`src/hw/rtl/ssi_pkg.sv`:
```
// ssi_pkg: shared types and constants of the directive scanner
// scan phases, result kinds, opener characters and the result burst size
// no dependencies
`timescale 1ns / 1ps

package ssi_pkg;

   // scanner phase: held opener prefix, then body with dash tracking
   typedef enum logic [2:0] {
      PH_GROUND  = 3'd0,
      PH_LT      = 3'd1,
      PH_BANG    = 3'd2,
      PH_DASH1   = 3'd3,
      PH_DASH2   = 3'd4,
      PH_BODY    = 3'd5,
      PH_BODY_D1 = 3'd6,
      PH_BODY_D2 = 3'd7
   } phase_type;

   // result kinds
   typedef enum logic [1:0] {
      K_TEXT    = 2'd0,
      K_BODY    = 2'd1,
      K_END     = 2'd2,
      K_ABANDON = 2'd3
   } kind_type;

   // characters of the opener and closer
   localparam logic [7:0] CH_LT   = 8'h3C;
   localparam logic [7:0] CH_BANG = 8'h21;
   localparam logic [7:0] CH_DASH = 8'h2D;
   localparam logic [7:0] CH_HASH = 8'h23;
   localparam logic [7:0] CH_GT   = 8'h3E;

   // most results one input item can cause: four prefix bytes plus the byte
   localparam int MAX_RESULTS = 5;
   localparam int COUNT_W     = 3;

   // byte k of the opener prefix "<!--"
   function automatic logic [7:0] opener_byte(input logic [COUNT_W-1:0] k);
      logic [7:0] b;
      case (k)
         3'd0:    b = CH_LT;
         3'd1:    b = CH_BANG;
         default: b = CH_DASH;
      endcase
      return b;
   endfunction

   // byte expected next while a prefix is held
   function automatic logic [7:0] wanted_byte(input phase_type ph);
      logic [7:0] b;
      case (ph)
         PH_LT:    b = CH_BANG;
         PH_BANG:  b = CH_DASH;
         PH_DASH1: b = CH_DASH;
         default:  b = CH_HASH;
      endcase
      return b;
   endfunction

endpackage

```
`src/hw/rtl/ssi_directive_scanner_top.sv`:
```
// ssi_directive_scanner_top: server side include directive scanner
// depends on ssi_pkg for phases, kinds and character constants
`timescale 1ns / 1ps

// The scanner takes one document byte per cycle, unless a burst of results is
// still draining, and emits text bytes, directive body bytes (the closing dashes
// stripped, the body cut to DIRECTIVE_BYTES-3 bytes), and end or abandoned
// markers. Each accepted item is decoded in the cycle it is accepted into a
// burst buffer of up to five results, which drains one result per cycle while
// rsp_ready is high. A mismatch after a held "<!--" prefix causes five results
// and holds the input until they drain. A new item is taken in the same cycle
// the last result of the burst is taken.
module ssi_directive_scanner_top
   import ssi_pkg::*;
#(
   parameter int DIRECTIVE_BYTES = 1024
) (
   input  logic       clock,
   input  logic       reset,
   input  logic       req_valid,
   output logic       req_ready,
   input  logic [7:0] req_data_byte,
   input  logic       req_end_of_input,
   output logic       rsp_valid,
   input  logic       rsp_ready,
   output logic [7:0] rsp_out_byte,
   output logic [1:0] rsp_kind,
   output logic       rsp_last_of_run
);

   localparam int BODY_W = $clog2(DIRECTIVE_BYTES);
   localparam logic [BODY_W-1:0] BODY_MAX = BODY_W'(DIRECTIVE_BYTES - 1);

   // scanner state
   phase_type         phase_ff, phase_in;
   logic [BODY_W-1:0] body_count_ff, body_count_in;
   logic [7:0]        delay0_ff, delay0_in;
   logic [7:0]        delay1_ff, delay1_in;

   // burst buffer
   logic [7:0]         buf_byte_ff [MAX_RESULTS];
   kind_type           buf_kind_ff [MAX_RESULTS];
   logic [COUNT_W-1:0] buf_count_ff;
   logic [COUNT_W-1:0] buf_ptr_ff;

   // decoded results of the offered item
   logic [7:0]         res_byte [MAX_RESULTS];
   kind_type           res_kind [MAX_RESULTS];
   logic [COUNT_W-1:0] res_count;

   logic               req_fire, rsp_fire, buf_empty, buf_last;
   logic [COUNT_W-1:0] held;

   // handshake
   assign buf_empty = (buf_ptr_ff == buf_count_ff);
   assign buf_last  = (buf_ptr_ff + 3'd1 == buf_count_ff);
   assign rsp_valid = !buf_empty;
   assign req_ready = buf_empty || (buf_last && rsp_ready);
   assign req_fire  = req_valid && req_ready;
   assign rsp_fire  = rsp_valid && rsp_ready;

   assign rsp_out_byte    = buf_byte_ff[buf_ptr_ff];
   assign rsp_kind        = buf_kind_ff[buf_ptr_ff];
   assign rsp_last_of_run = buf_last;

   assign held = COUNT_W'(phase_ff);

   // next state and results of the offered item
   always_comb begin
      phase_in      = phase_ff;
      body_count_in = body_count_ff;
      delay0_in     = delay0_ff;
      delay1_in     = delay1_ff;
      res_count     = '0;
      for (int i = 0; i < MAX_RESULTS; i++) begin
         res_byte[i] = 8'h00;
         res_kind[i] = K_TEXT;
      end

      if (req_end_of_input) begin
         // end of document: abandon an open directive, drop a held prefix
         if (phase_ff == PH_BODY || phase_ff == PH_BODY_D1 || phase_ff == PH_BODY_D2) begin
            res_kind[0] = K_ABANDON;
            res_count   = 3'd1;
         end
         phase_in      = PH_GROUND;
         body_count_in = '0;
         delay0_in     = 8'h00;
         delay1_in     = 8'h00;
      end else begin
         case (phase_ff)
            PH_GROUND: begin
               if (req_data_byte == CH_LT) begin
                  phase_in = PH_LT;
               end else begin
                  res_byte[0] = req_data_byte;
                  res_count   = 3'd1;
               end
            end
            PH_LT, PH_BANG, PH_DASH1, PH_DASH2: begin
               if (req_data_byte == wanted_byte(phase_ff)) begin
                  case (phase_ff)
                     PH_LT:    phase_in = PH_BANG;
                     PH_BANG:  phase_in = PH_DASH1;
                     PH_DASH1: phase_in = PH_DASH2;
                     default: begin
                        phase_in      = PH_BODY;
                        body_count_in = '0;
                        delay0_in     = 8'h00;
                        delay1_in     = 8'h00;
                     end
                  endcase
               end else begin
                  // mismatch: held prefix then the byte as text
                  for (int i = 0; i < MAX_RESULTS; i++) begin
                     if (COUNT_W'(i) < held) begin
                        res_byte[i] = opener_byte(COUNT_W'(i));
                     end else if (COUNT_W'(i) == held) begin
                        res_byte[i] = req_data_byte;
                     end
                  end
                  res_count = held + 3'd1;
                  phase_in  = PH_GROUND;
               end
            end
            default: begin
               if (phase_ff == PH_BODY_D2 && req_data_byte == CH_GT) begin
                  // closing: end marker, held bytes dropped
                  res_kind[0]   = K_END;
                  res_count     = 3'd1;
                  phase_in      = PH_GROUND;
                  body_count_in = '0;
                  delay0_in     = 8'h00;
                  delay1_in     = 8'h00;
               end else begin
                  if (req_data_byte == CH_DASH) begin
                     phase_in = (phase_ff == PH_BODY) ? PH_BODY_D1 : PH_BODY_D2;
                  end else begin
                     phase_in = PH_BODY;
                  end
                  // two-byte delay line, body cut at the size limit
                  if (body_count_ff < BODY_MAX) begin
                     if (|body_count_ff[BODY_W-1:1]) begin
                        res_byte[0] = delay0_ff;
                        res_kind[0] = K_BODY;
                        res_count   = 3'd1;
                     end
                     delay0_in     = delay1_ff;
                     delay1_in     = req_data_byte;
                     body_count_in = body_count_ff + 1'b1;
                  end
               end
            end
         endcase
      end
   end

   // scanner state registers
   always_ff @(posedge clock) begin
      if (reset) begin
         phase_ff      <= PH_GROUND;
         body_count_ff <= '0;
         delay0_ff     <= 8'h00;
         delay1_ff     <= 8'h00;
      end else if (req_fire) begin
         phase_ff      <= phase_in;
         body_count_ff <= body_count_in;
         delay0_ff     <= delay0_in;
         delay1_ff     <= delay1_in;
      end
   end

   // burst buffer control
   always_ff @(posedge clock) begin
      if (reset) begin
         buf_count_ff <= '0;
         buf_ptr_ff   <= '0;
      end else if (req_fire) begin
         buf_count_ff <= res_count;
         buf_ptr_ff   <= '0;
      end else if (rsp_fire) begin
         buf_ptr_ff <= buf_ptr_ff + 3'd1;
      end
   end

   // burst buffer payload
   always_ff @(posedge clock) begin
      if (req_fire) begin
         for (int i = 0; i < MAX_RESULTS; i++) begin
            buf_byte_ff[i] <= res_byte[i];
            buf_kind_ff[i] <= res_kind[i];
         end
      end
   end

   // checks
   a_ptr_bound: assert property (@(posedge clock) disable iff (reset)
      buf_ptr_ff <= buf_count_ff && buf_count_ff <= 3'(MAX_RESULTS))
      else $error("burst pointer beyond burst count");

   a_marker_zero: assert property (@(posedge clock) disable iff (reset)
      rsp_valid && (rsp_kind == K_END || rsp_kind == K_ABANDON) |-> rsp_out_byte == 8'h00)
      else $error("marker result carries a byte");

   a_eoi_ground: assert property (@(posedge clock) disable iff (reset)
      req_fire && req_end_of_input |=> phase_ff == PH_GROUND && body_count_ff == '0)
      else $error("scanner not back in ground after end of input");

   a_count_in_body: assert property (@(posedge clock) disable iff (reset)
      body_count_ff != '0 |->
         (phase_ff == PH_BODY || phase_ff == PH_BODY_D1 || phase_ff == PH_BODY_D2))
      else $error("body count held outside a directive");

endmodule

```
`config.mk`:
```
export PLATFORM = sky130hd
export DESIGN_NAME = ssi_directive_scanner_top
export DESIGN_NICKNAME = d
export VERILOG_FILES = /design/src/hw/rtl/ssi_pkg.sv /design/src/hw/rtl/ssi_directive_scanner_top.sv
export SDC_FILE = /design/constraint.sdc
export NUM_CORES = 1
export LEC_CHECK = 0
export ABC_AREA = 1
export BUFFER_PORTS_ARGS = -buffer_cell sky130_fd_sc_hd__buf_2
export CAP_MARGIN = 20
export CORE_MARGIN = 5
export CORE_UTILIZATION = 49
export DETAILED_ROUTE_END_ITERATION = 16
export GPL_ROUTABILITY_DRIVEN = 1
export PLACE_DENSITY = 0.66
export SLEW_MARGIN = 20
export SYNTH_ARGS = -nofsm -noshare
export SYNTH_HDL_FRONTEND = slang
export SYNTH_SLANG_ARGS = --single-unit
export TNS_END_PERCENT = 1
```
`constraint.sdc`:
```
create_clock -name clock -period 3.9 [get_ports clock]
set_input_delay 0.975 -clock clock [delete_from_list [all_inputs] [get_ports clock]]
set_output_delay 0.975 -clock clock [all_outputs]
set_load 0.02 [all_outputs]
```
==> summary by stage <==
Outcome
The run finished with clean final reports.

Timing
The setup clock skew after layout is 0.00816 ns. The number of pins exceeding their max-slew limit in the final report is 0. Headroom to the max-slew limit came out at around two thirds.

The final critical-path required period is around 2.9 ns. Timing would allow up to between 0.3 and 0.4 GHz. The final worst-path cycle share is 74.3%. Setup repair after global routing left no endpoint under its margin.

The count of final setup violators is 0. In the final timing run, aggregate negative setup slack is 0 ns. The slew of the pin with the lowest slew margin is approximately 0.52 ns. After layout, the worst setup slack is around 1 ns. The final hold violation count came to 0. The worst hold margin is roughly 0.5 ns.

Power and ir drop
In this run the static leakage power is between 1.5 and 2 nW. The peak ir drop on the vdd network is roughly 0.29 mV. The power density over the cells is 531 nW/µm².

Layout
The number of nets in the final layout is between 600 and 700. Once layout is complete, the utilization of the core stands at between 50% and 60%. The post-route netlist has between 10 and 15% of its cells at a drive strength greater than 1. The final-layout fill cell count is around 860.

The area of all sequential standard cells is ~2000 µm². The total area of multi-input combinational cells is ~2000 µm². Relative to the synthesized area, the layout overhead comes to 9.22%. The repair_antennas step left the layout with diodes totalling 0.

The final cell count without fillers is roughly 710.

Clock tree
The clock root buffer master is sky130_fd_sc_hd__clkbuf_8. TritonCTS built the clock tree. Counting the buffers created by CTS gives 9. Clock-pin slew was measured on the worst setup and hold paths at 0.09 ns. The clock latency at the later pin of the worst-skew pair is between 0.3 and 0.4 ns.

The maximum clock path buffer count is 2. After clock tree synthesis, the repair step resized 0 gates. The number of clock sinks seen by CTS is 80. After clock tree synthesis, the setup repair step added 0 buffers.

The clock tree synthesis step divided the H-tree into 3 levels. The number of hold-repair buffers added at the cts stage is 0.

Job
Max-cap violations in this run came to 0.

Setup path
Data on the critical path is required at its endpoint by around 2.9 ns. The class of the most critical setup path is register to output port. Of all nets on the critical path, the largest fanout is 9. The worst setup slack for register-to-register paths is between 1 and 1.5 ns.

STA classifies the critical path startpoint as a register. STA classifies the critical path endpoint as an output port. STA puts the critical path data arrival time at about 1.9 ns.

Floorplan
The total die area is roughly 11,000 µm². The number of top-level pins is 26. The initialized floorplan defines 34 standard-cell rows. From left edge to right edge, the die measures roughly 100 µm. The total area inside the core boundary comes to ~8700 µm². For this configuration, the core starts out at a cell density of between 50 and 60%.

In this run the vertical extent of the chip is around 100 µm.

Placement
The setup slack at placement is a little over 0.9 ns. Counting tap cells, the placed design contains a total of ~700 instances. Detailed placement finished with a half-perimeter wire length of between 7 and 8 mm. The number of buffers inserted by port buffering is 25.

Routability-driven placement finished with a final weighted congestion of roughly 0.97.

Global routing
The first global-routing pass estimated 17.7 mm of wire. The number of antenna violations at the first check in global routing is 0. The remaining global-route overflow is 0. Entering global routing, the biggest net connects 43 pins. The via count of the first global-routing pass is around 3,600. The overall fraction of global-route tracks in use is approximately a fifth.

Detailed routing
After detailed routing, the number of remaining DRC violations is 0. The detailed-route wire length per cell is around 15 µm. The count of routing violations after the opening detailed-route iteration is between 200 and 250.

The detail-routed via count per cell is between 5 and 6. The number of vias after detailed routing is between 3,000 and 4,000. The first detailed-routing pass took 5 iterations. The post-detailed-routing wire length is approximately 10 mm. The count of nets left with antenna violations once routing finished came out at 0.

Synth
Counting every net in the synthesized netlist gives roughly 600. The share of flip-flops with an asynchronous set or reset after synthesis is 0%. The leading area contributor after synthesis is sky130_fd_sc_hd__edfxtp_1.

The most used standard cell by instance count after synthesis is sky130_fd_sc_hd__nand2_1. The flip-flop and latch count after synthesis is 80. The count of different cell masters after synthesis is 34.

The cell count after synthesis came out at around 580. The top flip-flop cell by instance count after synthesis is sky130_fd_sc_hd__edfxtp_1. For this run, the number of Yosys warnings is 0.

In this run the biggest area consumer among cell types represents roughly 29% of the synthesized area. The cell area after technology mapping is about 4400 µm². Sorting the synthesized cells by area gives the leading types as sky130_fd_sc_hd__edfxtp_1 29%, sky130_fd_sc_hd__dfxtp_1 17%, sky130_fd_sc_hd__nand2_1 9.6%. The number of synthesized flops with an enable pin is 42. In the synthesized netlist, the cells that appear most often are 112 x sky130_fd_sc_hd__nand2_1, 108 x sky130_fd_sc_hd__nor2_1, 58 x sky130_fd_sc_hd__inv_1. The synthesized area per cell is approximately 7.6 µm².

The sequential share of the synthesized area is around 46%.

Worst hold path
The worst hold path belongs to the class register to register.
[layer usage]
metal  routed length [µm]  global-route usage, %
met1                 4820                   27.1
met2                 4790                   30.9
met3                  502                   3.66
met4                  187                   6.48
met5                    0                      0
[cell usage in the layout (no fill, tap or decap), types with 2 or more instances in the layout]
cell	netlist	routed
sky130_fd_sc_hd__nand3_1	32	32
sky130_fd_sc_hd__o31ai_1	6	6
sky130_fd_sc_hd__inv_1	58	58
sky130_fd_sc_hd__o21ai_0	47	47
sky130_fd_sc_hd__clkinv_1	2	2
sky130_fd_sc_hd__or2_2	4	4
sky130_fd_sc_hd__xnor2_1	2	2
sky130_fd_sc_hd__buf_4	1	3
sky130_fd_sc_hd__nand4_1	8	8
sky130_fd_sc_hd__nand2_1	112	112
sky130_fd_sc_hd__edfxtp_1	42	42
sky130_fd_sc_hd__buf_2	5	25
sky130_fd_sc_hd__nand2_8	2	2
sky130_fd_sc_hd__nor2_1	108	108
sky130_fd_sc_hd__o22ai_1	6	6
sky130_fd_sc_hd__ha_1	7	7
sky130_fd_sc_hd__nor2_2	6	6
sky130_fd_sc_hd__inv_2	3	3
sky130_fd_sc_hd__inv_8	0	3
sky130_fd_sc_hd__nor3_1	14	14
sky130_fd_sc_hd__dfxtp_1	38	38
sky130_fd_sc_hd__bufinv_16	0	2
sky130_fd_sc_hd__nand3_2	2	2
sky130_fd_sc_hd__o21bai_1	2	2
sky130_fd_sc_hd__o21ai_1	4	4
sky130_fd_sc_hd__a21oi_1	34	34
sky130_fd_sc_hd__a31oi_1	8	8
sky130_fd_sc_hd__nand2_2	3	3
sky130_fd_sc_hd__clkbuf_8	0	9
[report_power, final]
part | internal, mW | total [mW] | leakage [nW] | switching [mW]
combinational | 0.210 | 0.730 | 1.10 | 0.520
clock | 0.376 | 0.718 | 0.116 | 0.342
sequential | 1.02 | 1.08 | 0.731 | 0.0539
[layout make-up]
class / count / area share, %
clock buffers: 9 / 2.60
clock inverters: 7 / 2.31
inverters: 63 / 4.97
multi-input cells: 412 / 41.7
flip-flops and latches: 80 / 42.5
well taps: 108 / 2.84
repair buffers: 28 / 3.10
[path summary, 6_finish.rpt]
check,from,end,cells after the start
worst min register to register,body_count_ff[5]$_SDFFE_PP0P_,body_count_ff[5]$_SDFFE_PP0P_,2
worst max-delay path,register,rsp_out_byte[0],5
worst max register to register,held[1]$_SDFFE_PP0P_,delay0_ff[0]$_SDFFE_PP0P_,13
worst min-delay path,body_count_ff[5]$_SDFFE_PP0P_,body_count_ff[5]$_SDFFE_PP0P_,2
[through the flow]
stage               total power [mW]  instance area [µm²]
floorplan                       1.65                 4360
global placement                1.82                 4520
detailed placement              1.82                 4520
CTS                             2.54                 4760
global route                    2.69                 4760
finish                          2.53                 4760
[critical path, cell delays in order (launching register included)]
cell                       delay (ns)
sky130_fd_sc_hd__dfxtp_1         0.55
sky130_fd_sc_hd__clkinv_1        0.35
sky130_fd_sc_hd__nor2_1          0.16
sky130_fd_sc_hd__o21ai_0         0.09
sky130_fd_sc_hd__a31oi_1         0.21
sky130_fd_sc_hd__buf_2           0.20
[flip-flops by register name, indices dropped and copies added (netlist names), named ones only]
signal	flops
buf_byte_ff	40
body_count_ff	10
delay0_ff	8
delay1_ff	8
buf_count_ff	3
buf_ptr_ff	3
held	3
buf_kind_ff	2
[kinds of logic (layout without fill, tap and decap cells)]
logic type	count (synthesis)	after routing	share of synthesized area, %
DFF	80	80	46.4
xor gates and xnor gates	3	3	0.603
buffers and inverters	83	107	8.07
AOI/OAI and AO/OA	107	107	13.2
adders and majority gates	7	7	2.01
and+or+nand+nor	295	295	29.8
(Power assumes the default switching activity.)
